File: src/rtl/i2cm_pkg.sv
package i2cm_pkg;

  // Command codes on the operation field
  typedef enum logic [2:0] {
    OP_START = 3'd0,
    OP_STOP  = 3'd1,
    OP_WRITE = 3'd2,
    OP_WAIT  = 3'd3,
    OP_READ  = 3'd4,
    OP_ACK   = 3'd5,
    OP_NACK  = 3'd6
  } op_t;

  // Line sequencer phases, one-hot
  typedef enum logic [17:0] {
    PH_IDLE    = 18'h00001,
    PH_START1  = 18'h00002,
    PH_START2  = 18'h00004,
    PH_STOP1   = 18'h00008,
    PH_STOP2   = 18'h00010,
    PH_WR_HI   = 18'h00020,
    PH_WR_LO   = 18'h00040,
    PH_WA_SCL  = 18'h00080,
    PH_WA_POLL = 18'h00100,
    PH_WA_S1   = 18'h00200,
    PH_WA_S2   = 18'h00400,
    PH_WA_S3   = 18'h00800,
    PH_RD_HI   = 18'h01000,
    PH_RD_LO   = 18'h02000,
    PH_AK_SDA  = 18'h04000,
    PH_AK_HI   = 18'h08000,
    PH_AK_LO   = 18'h10000,
    PH_AK_REL  = 18'h20000
  } phase_t;

  localparam logic [7:0] ACK_TIMEOUT_RST = 8'd250;
  localparam logic [3:0] BITS_PER_BYTE   = 4'd8;
  localparam logic [8:0] WAIT_CNT_MAX    = 9'd511;

  // Sequencer state
  typedef struct packed {
    phase_t     phase;
    logic [7:0] shreg;
    logic [3:0] bit_cnt;
    logic [8:0] wait_cnt;
    logic       ack_choice;
    logic       scl;
    logic       sda;
  } seq_state_t;

  // One tick in
  typedef struct packed {
    logic       command_valid;
    logic [2:0] operation;
    logic [7:0] write_data;
    logic       send_ack_after_read;
    logic       sda_sample;
  } tick_in_t;

  // One result out
  typedef struct packed {
    logic       scl_level;
    logic       sda_level;
    logic       busy_res;
    logic       done_res;
    logic [7:0] read_data;
    logic       ack_failed;
  } tick_out_t;

endpackage

File: src/rtl/i2cm_if.sv
// Input channel: one half-bit tick per transaction
interface i2cm_in_if;
  logic       valid;
  logic       ready;
  logic       command_valid;
  logic [2:0] operation;
  logic [7:0] write_data;
  logic       send_ack_after_read;
  logic       sda_sample;

  modport source (
    output valid, command_valid, operation, write_data, send_ack_after_read, sda_sample,
    input  ready
  );
  modport sink (
    input  valid, command_valid, operation, write_data, send_ack_after_read, sda_sample,
    output ready
  );
endinterface

// Result channel: line levels and status per tick
interface i2cm_out_if;
  logic       valid;
  logic       ready;
  logic       scl_level;
  logic       sda_level;
  logic       busy_res;
  logic       done_res;
  logic [7:0] read_data;
  logic       ack_failed;

  modport source (
    output valid, scl_level, sda_level, busy_res, done_res, read_data, ack_failed,
    input  ready
  );
  modport sink (
    input  valid, scl_level, sda_level, busy_res, done_res, read_data, ack_failed,
    output ready
  );
endinterface

File: src/rtl/i2c_master_bit_sequencer.sv
// I2C master line sequencer, one half-bit tick per input transaction.
// Latency: the result of a tick is valid on the cycle after it is accepted.
// Throughput: one tick per cycle; the single result register is refilled in
// the cycle it is taken, so input ready only drops while a result is stalled.
// Reset (rst_n low, synchronous): idle phase, SCL and SDA released high,
// counters and shift register cleared, ack_timeout back to 250, no result.
module i2c_master_bit_sequencer (
  input  logic       clk,
  input  logic       rst_n,
  i2cm_in_if.sink    in_ch,
  i2cm_out_if.source out_ch,
  input  logic       cfg_we,
  input  logic [7:0] cfg_wdata
);
  import i2cm_pkg::*;

  seq_state_t state_r;
  seq_state_t state_nxt;
  tick_in_t   tick;
  tick_out_t  res;
  tick_out_t  out_r;
  logic       out_valid_r;
  logic [7:0] ack_timeout_r;
  logic       in_acc;

  // Accept a tick whenever the result register is empty or being drained
  assign in_ch.ready = !out_valid_r || out_ch.ready;
  assign in_acc      = in_ch.valid && in_ch.ready;

  assign tick.command_valid       = in_ch.command_valid;
  assign tick.operation           = in_ch.operation;
  assign tick.write_data          = in_ch.write_data;
  assign tick.send_ack_after_read = in_ch.send_ack_after_read;
  assign tick.sda_sample          = in_ch.sda_sample;

  i2cm_step u_step (
    .st          (state_r),
    .tick        (tick),
    .ack_timeout (ack_timeout_r),
    .st_nxt      (state_nxt),
    .res         (res)
  );

  // Timeout register
  always_ff @(posedge clk) begin
    if (!rst_n) begin
      ack_timeout_r <= ACK_TIMEOUT_RST;
    end else if (cfg_we) begin
      ack_timeout_r <= cfg_wdata;
    end
  end

  // Sequencer state advances once per accepted tick
  always_ff @(posedge clk) begin
    if (!rst_n) begin
      state_r.phase      <= PH_IDLE;
      state_r.shreg      <= '0;
      state_r.bit_cnt    <= '0;
      state_r.wait_cnt   <= '0;
      state_r.ack_choice <= 1'b0;
      state_r.scl        <= 1'b1;
      state_r.sda        <= 1'b1;
    end else if (in_acc) begin
      state_r <= state_nxt;
    end
  end

  // Result register
  always_ff @(posedge clk) begin
    if (!rst_n) begin
      out_valid_r <= 1'b0;
    end else if (in_acc) begin
      out_valid_r <= 1'b1;
    end else if (out_ch.ready) begin
      out_valid_r <= 1'b0;
    end
  end

  always_ff @(posedge clk) begin
    if (in_acc) begin
      out_r <= res;
    end
  end

  assign out_ch.valid      = out_valid_r;
  assign out_ch.scl_level  = out_r.scl_level;
  assign out_ch.sda_level  = out_r.sda_level;
  assign out_ch.busy_res   = out_r.busy_res;
  assign out_ch.done_res   = out_r.done_res;
  assign out_ch.read_data  = out_r.read_data;
  assign out_ch.ack_failed = out_r.ack_failed;

endmodule

File: src/rtl/i2cm_step.sv
// Next-state and result logic for one half-bit tick
module i2cm_step (
  input  i2cm_pkg::seq_state_t st,
  input  i2cm_pkg::tick_in_t   tick,
  input  logic [7:0]           ack_timeout,
  output i2cm_pkg::seq_state_t st_nxt,
  output i2cm_pkg::tick_out_t  res
);
  import i2cm_pkg::*;

  logic       done;
  logic       fail;
  logic [8:0] wait_inc;
  logic [3:0] bit_inc;

  assign wait_inc = (st.wait_cnt != WAIT_CNT_MAX) ? st.wait_cnt + 9'd1 : st.wait_cnt;
  assign bit_inc  = st.bit_cnt + 4'd1;

  always_comb begin
    st_nxt = st;
    done   = 1'b0;
    fail   = 1'b0;
    unique case (st.phase)
      PH_IDLE: begin
        if (tick.command_valid) begin
          unique case (tick.operation)
            OP_START: begin
              st_nxt.sda   = 1'b1;
              st_nxt.scl   = 1'b1;
              st_nxt.phase = PH_START1;
            end
            OP_STOP: begin
              st_nxt.sda   = 1'b0;
              st_nxt.phase = PH_STOP1;
            end
            OP_WRITE: begin
              st_nxt.sda     = tick.write_data[7];
              st_nxt.shreg   = {tick.write_data[6:0], 1'b0};
              st_nxt.bit_cnt = 4'd1;
              st_nxt.phase   = PH_WR_HI;
            end
            OP_WAIT: begin
              st_nxt.sda      = 1'b1;
              st_nxt.wait_cnt = '0;
              st_nxt.phase    = PH_WA_SCL;
            end
            OP_READ: begin
              // first data bit is sampled on the next tick with SCL high
              st_nxt.scl        = 1'b1;
              st_nxt.shreg      = '0;
              st_nxt.bit_cnt    = '0;
              st_nxt.ack_choice = tick.send_ack_after_read;
              st_nxt.phase      = PH_RD_LO;
            end
            OP_ACK: begin
              st_nxt.ack_choice = 1'b1;
              st_nxt.sda        = 1'b0;
              st_nxt.phase      = PH_AK_HI;
            end
            OP_NACK: begin
              st_nxt.ack_choice = 1'b0;
              st_nxt.sda        = 1'b1;
              st_nxt.phase      = PH_AK_HI;
            end
            default: st_nxt.phase = PH_IDLE;
          endcase
        end
      end
      PH_START1: begin
        st_nxt.sda   = 1'b0;
        st_nxt.phase = PH_START2;
      end
      PH_START2: begin
        st_nxt.scl = 1'b0;
        done       = 1'b1;
      end
      PH_STOP1: begin
        st_nxt.scl   = 1'b1;
        st_nxt.phase = PH_STOP2;
      end
      PH_STOP2: begin
        st_nxt.sda = 1'b1;
        done       = 1'b1;
      end
      PH_WR_HI: begin
        st_nxt.scl   = 1'b1;
        st_nxt.phase = PH_WR_LO;
      end
      PH_WR_LO: begin
        st_nxt.scl = 1'b0;
        if (st.bit_cnt < BITS_PER_BYTE) begin
          st_nxt.sda     = st.shreg[7];
          st_nxt.shreg   = {st.shreg[6:0], 1'b0};
          st_nxt.bit_cnt = bit_inc;
          st_nxt.phase   = PH_WR_HI;
        end else begin
          // release SDA for the slave acknowledge
          st_nxt.sda = 1'b1;
          done       = 1'b1;
        end
      end
      PH_WA_SCL: begin
        st_nxt.scl   = 1'b1;
        st_nxt.phase = PH_WA_POLL;
      end
      PH_WA_POLL: begin
        if (!tick.sda_sample) begin
          st_nxt.scl = 1'b0;
          done       = 1'b1;
        end else begin
          // saturating poll count, timeout runs a stop sequence
          st_nxt.wait_cnt = wait_inc;
          if (wait_inc > {1'b0, ack_timeout}) begin
            st_nxt.sda   = 1'b0;
            st_nxt.phase = PH_WA_S1;
          end
        end
      end
      PH_WA_S1: begin
        st_nxt.scl   = 1'b1;
        st_nxt.phase = PH_WA_S2;
      end
      PH_WA_S2: begin
        st_nxt.sda   = 1'b1;
        st_nxt.phase = PH_WA_S3;
      end
      PH_WA_S3: begin
        st_nxt.scl = 1'b0;
        done       = 1'b1;
        fail       = 1'b1;
      end
      PH_RD_HI: begin
        st_nxt.scl   = 1'b1;
        st_nxt.phase = PH_RD_LO;
      end
      PH_RD_LO: begin
        st_nxt.shreg   = {st.shreg[6:0], tick.sda_sample};
        st_nxt.scl     = 1'b0;
        st_nxt.bit_cnt = bit_inc;
        st_nxt.phase   = bit_inc[3] ? PH_AK_SDA : PH_RD_HI;
      end
      PH_AK_SDA: begin
        st_nxt.sda   = ~st.ack_choice;
        st_nxt.phase = PH_AK_HI;
      end
      PH_AK_HI: begin
        st_nxt.scl   = 1'b1;
        st_nxt.phase = PH_AK_LO;
      end
      PH_AK_LO: begin
        st_nxt.scl = 1'b0;
        if (st.ack_choice) begin
          st_nxt.phase = PH_AK_REL;
        end else begin
          done = 1'b1;
        end
      end
      PH_AK_REL: begin
        st_nxt.sda = 1'b1;
        done       = 1'b1;
      end
      default: st_nxt.phase = PH_IDLE;
    endcase
    if (done) begin
      st_nxt.phase = PH_IDLE;
    end
  end

  // Result of this tick
  assign res.scl_level  = st_nxt.scl;
  assign res.sda_level  = st_nxt.sda;
  assign res.busy_res   = (st_nxt.phase != PH_IDLE);
  assign res.done_res   = done;
  assign res.read_data  = st_nxt.shreg;
  assign res.ack_failed = fail;

endmodule

File: src/flat_wrapper.sv
// flat-port wrapper written by rule: the top's interface ports become plain ports
module i2c_master_bit_sequencer_flat import i2cm_pkg::*;
  (clk, rst_n, cfg_we, cfg_wdata, in_ch_valid, in_ch_command_valid, in_ch_operation, in_ch_write_data, in_ch_send_ack_after_read, in_ch_sda_sample, in_ch_ready, out_ch_valid, out_ch_scl_level, out_ch_sda_level, out_ch_busy_res, out_ch_done_res, out_ch_read_data, out_ch_ack_failed, out_ch_ready);
  i2cm_in_if in_ch_i ();
  i2cm_out_if out_ch_i ();
  input  logic clk;
  input  logic rst_n;
  input  logic cfg_we;
  input  logic [7:0] cfg_wdata;
  input wire logic [$bits(in_ch_i.valid)-1:0] in_ch_valid;
  input wire logic [$bits(in_ch_i.command_valid)-1:0] in_ch_command_valid;
  input wire logic [$bits(in_ch_i.operation)-1:0] in_ch_operation;
  input wire logic [$bits(in_ch_i.write_data)-1:0] in_ch_write_data;
  input wire logic [$bits(in_ch_i.send_ack_after_read)-1:0] in_ch_send_ack_after_read;
  input wire logic [$bits(in_ch_i.sda_sample)-1:0] in_ch_sda_sample;
  output wire logic [$bits(in_ch_i.ready)-1:0] in_ch_ready;
  output wire logic [$bits(out_ch_i.valid)-1:0] out_ch_valid;
  output wire logic [$bits(out_ch_i.scl_level)-1:0] out_ch_scl_level;
  output wire logic [$bits(out_ch_i.sda_level)-1:0] out_ch_sda_level;
  output wire logic [$bits(out_ch_i.busy_res)-1:0] out_ch_busy_res;
  output wire logic [$bits(out_ch_i.done_res)-1:0] out_ch_done_res;
  output wire logic [$bits(out_ch_i.read_data)-1:0] out_ch_read_data;
  output wire logic [$bits(out_ch_i.ack_failed)-1:0] out_ch_ack_failed;
  input wire logic [$bits(out_ch_i.ready)-1:0] out_ch_ready;
  assign in_ch_i.valid = in_ch_valid;
  assign in_ch_i.command_valid = in_ch_command_valid;
  assign in_ch_i.operation = in_ch_operation;
  assign in_ch_i.write_data = in_ch_write_data;
  assign in_ch_i.send_ack_after_read = in_ch_send_ack_after_read;
  assign in_ch_i.sda_sample = in_ch_sda_sample;
  assign in_ch_ready = in_ch_i.ready;
  assign out_ch_valid = out_ch_i.valid;
  assign out_ch_scl_level = out_ch_i.scl_level;
  assign out_ch_sda_level = out_ch_i.sda_level;
  assign out_ch_busy_res = out_ch_i.busy_res;
  assign out_ch_done_res = out_ch_i.done_res;
  assign out_ch_read_data = out_ch_i.read_data;
  assign out_ch_ack_failed = out_ch_i.ack_failed;
  assign out_ch_i.ready = out_ch_ready;
  i2c_master_bit_sequencer u_core (.clk(clk), .rst_n(rst_n), .in_ch(in_ch_i), .out_ch(out_ch_i), .cfg_we(cfg_we), .cfg_wdata(cfg_wdata));
endmodule
File: config.mk
export PLATFORM = sky130hd
export DESIGN_NAME = i2c_master_bit_sequencer_flat
export DESIGN_NICKNAME = d
export VERILOG_FILES = /design/src/rtl/i2cm_pkg.sv /design/src/rtl/i2cm_if.sv /design/src/rtl/i2c_master_bit_sequencer.sv /design/src/rtl/i2cm_step.sv /design/src/flat_wrapper.sv
export SDC_FILE = /design/constraint.sdc
export NUM_CORES = 1
export LEC_CHECK = 0
export BUFFER_PORTS_ARGS = -buffer_cell sky130_fd_sc_hd__clkbuf_2
export CAP_MARGIN = 0
export CORE_MARGIN = 10
export CORE_UTILIZATION = 37
export DETAILED_ROUTE_END_ITERATION = 6
export GPL_TIMING_DRIVEN = 0
export SYNTH_ARGS = -nofsm -noshare
export SYNTH_HDL_FRONTEND = slang
export SYNTH_SLANG_ARGS = --single-unit
File: constraint.sdc
create_clock -name clk -period 2.65 [get_ports clk]
set_input_delay 0.265 -clock clk [delete_from_list [all_inputs] [get_ports clk]]
set_output_delay 0.265 -clock clk [all_outputs]
set_load 0.01 [all_outputs]
==> qor.txt <==
first-pass GRT wire length = 17700 um
mux cell area share after synthesis = 0.01359
Post-Synth Adder-Cell Area = 0.03647
Mapped Cells = 452
Max transition margin = 0.3934
HP Class = input pin to flip-flop
P_leak = 1.736 nW
EDFF count, synth = 13
Placed Instance Area = 0.004130 mm^2
pre-CTS WS = -402.4 ps
min cycle time layout = 2619 ps
Design Area, Final = 0.004491 mm^2
kind of critical path = flip-flop to flip-flop
RSZ-0062 raised after global routing = yes
Syn-to-layout area delta = 19.00%
drt first pass iters = 5
post-DP HPWL = 7815 um
CTS tree = built
Storage cell area = 0.001431 mm^2
Clock Tree Buf Depth = 2
main flop type after synthesis = dfxtp_1
post-route ant nets = 0
CP Launch Type = flip-flop
Least-Margin Pin Slew = 897.3 ps
CP Capture Type = flip-flop
status = complete, no violations
Root Driver = clkbuf_8
die area = 0.01464 mm^2
Antenna Cells = 0
RR Startpoint = u_core.state_r[3]
Final Hold Vio Count = 0
reg-to-reg endpoint = u_core.out_ch.sda_level
Vias = 3571
Final Cycle Share = 0.9882
critical path data required time = 2730 ps
post-synthesis cell type count = 67
total clock sinks = 64
largest net degree at the start of global routing = 23
port bufs = 38
clock latency on the worst-skew pair = 350 ps
Worst Hold Depth = 3
commonest non-fill, non-tap cell in the layout = nand2_1
Final Wtd Congestion = 0.8837
number of global-route vias before repair = 3533
post-synth net total = 490
post-synthesis simple-gate area fraction = 0.2878
# setup viols final = 0
most frequent cells in the layout = nand2_1 (62), dfxtp_1 (45), clkbuf_2 (40)
worst-case reg-to-reg path depth = 12
gr ovfl total = 0
number of hold buffers added after CTS = 0
max-slew violation count = 0
Synth Area in Compound Gates = 0.2013
Fin Setup TNS = 0 ps
CP Max Fanout = 5
GRT Total Usage = 0.1492
CTS Buf Count = 9
worst vdd ir = 0.2490 mV
layout cells sized above 1 = 0.2297
worst path arrival time = 2700 ps
final worst slack = 31.32 ps
Vias/cell = 5.485
DRT iter0 DRCs = 274
initial antenna violation count = 0
final core utilization = 0.4552
Seq/Total Area, Yosys = 0.3740
Yosys reg bits = 64
standard-cell rows = 36
Power Density = 480.4 mW/mm^2
Final Skew = 15.55 ps
detailed-route DRC error count = 0
area of the multi-input gates = 0.002222 mm^2
Routed wire per std cell = 16.71 um
largest family of logic cells by synthesized area = simple AND/OR/NAND/NOR gates
total power = 2.157 mW
WL final = 10880 um
Mapped Area = 0.003774 mm^2
clock slew at reported path FFs = 80 ps
Die W = 121.0 um
Max Cap Viol = 0
Worst Hold Path EP = u_core.ack_timeout_r[7]
final net count = 551
hold path startpoint = cfg_wdata[7]
FILL cells = 979
core footprint = 0.009864 mm^2
Yosys warnings = 0
DIE HEIGHT = 121.0 um
post-synthesis xor/xnor area fraction = 0.02785
io pins = 42
Mean Syn Cell Area = 8.349 um^2
Async SR Flop Fraction = 0
flop-to-flop setup slack = 30 ps
starting density of the core = 0.3825
H-tree Lvls = 3
Max Clk Rate = 381.9 MHz
per-layer routing:
metal | share of wire | global-route usage | routed length [um]
met5 | 0 | 0 | 0
met4 | 0.015 | 0.04299 | 159
met3 | 0.081 | 0.04560 | 882
met2 | 0.48 | 0.2524 | 5216
met1 | 0.42 | 0.1776 | 4619
final cells by class:
class | instances | area share
multi-input cells | 341 | 0.4948
flip-flops and latches | 64 | 0.3188
repair buffers | 51 | 0.06408
clock buffers | 10 | 0.02842
inverters | 16 | 0.01337
well taps | 133 | 0.03706
clock inverters | 6 | 0.007802
plain buffers | 30 | 0.03566
worst max-delay path: stages (launching register included):
cell and delay, ps:
dfxtp_4 380, ha_4 150, nand3_1 130, nor2_2 180, nand2_2 120, mux2_2 310, ha_1 280, nand4_1 140
nor2_1 140, o311ai_2 140, and3_4 220, o21ai_2 100, nand2_1 70
worst max path at each step:
stage / startpoint / endpoint / slack [ps] / cells past startpoint
after floorplan: u_core.state_r[6] / u_core.out_ch.sda_level / 40 / 12
after global placement: u_core.state_r[6] / u_core.out_ch.sda_level / -350 / 13
after detailed placement: u_core.state_r[6] / u_core.out_ch.sda_level / -400 / 13
after CTS: u_core.state_r[3] / u_core.out_ch.sda_level / 7 / 12
after global routing: u_core.state_r[7] / u_core.state_r[0] / -120 / 12
final: u_core.state_r[3] / u_core.out_ch.sda_level / 30 / 12
registers in the layout, indices dropped and copies added (netlist names):
| name | cells |
|---|---|
| u_core.out_ch.done_res | 1 |
| u_core.out_ch.sda_level | 1 |
| u_core.ack_timeout_r | 8 |
| u_core.out_ch.valid | 1 |
| u_core.out_ch.scl_level | 1 |
| u_core.out_ch.ack_failed | 1 |
| u_core.out_ch.busy_res | 1 |
| u_core.state_r | 42 |
| u_core.out_ch.read_data | 8 |
cells in the mapped netlist (9+ instances only):
master	count	area (um^2)
o211ai_1	10	75.07
dfxtp_1	51	1021
a22oi_1	9	67.56
clkbuf_1	14	52.55
inv_1	16	60.06
o22ai_1	9	56.30
nor3_1	11	55.05
o21ai_0	23	115.1
nor2_1	38	142.6
a21oi_1	33	165.2
nand2_1	64	240.2
edfxtp_1	13	390.4
ha_1	11	137.6
nand3_1	22	110.1
where the power goes:
part           leakage [nW]  total, mW  switching, mW  internal [mW]
clock network        0.0901      0.748          0.413          0.336
registers             0.546       1.04         0.0191           1.02
logic                  1.10      0.366          0.234          0.133
total                  1.74       2.16          0.665           1.49
cell families (layout without fill, tap and decap cells):
logic type / after synthesis / after routing
xor gates and xnor gates: 12 / 12
adders and majority gates: 11 / 11
buffers and inverters: 47 / 113
muxes: 5 / 5
DFF: 64 / 64
and+or+nand+nor: 196 / 196
AOI/OAI and AO/OA: 117 / 117
metrics by stage:
step / std cells / hold slack (ps)
2_1_floorplan: 452 / 391.2
3_3_place_gp: 623 / 458.3
3_5_place_dp: 623 / 463.7
4_1_cts: 648 / 129.9
5_1_grt: 651 / 133.4
6_report: 651 / 131.8
repair_timing:
action / in CTS / in global routing
resized for setup: 18 / 14
pin swaps: 6 / 11
setup buffers: 10 / 3
setup endpoints to repair: 29 / 4
Note: power is estimated with default switching activity, not from simulation.
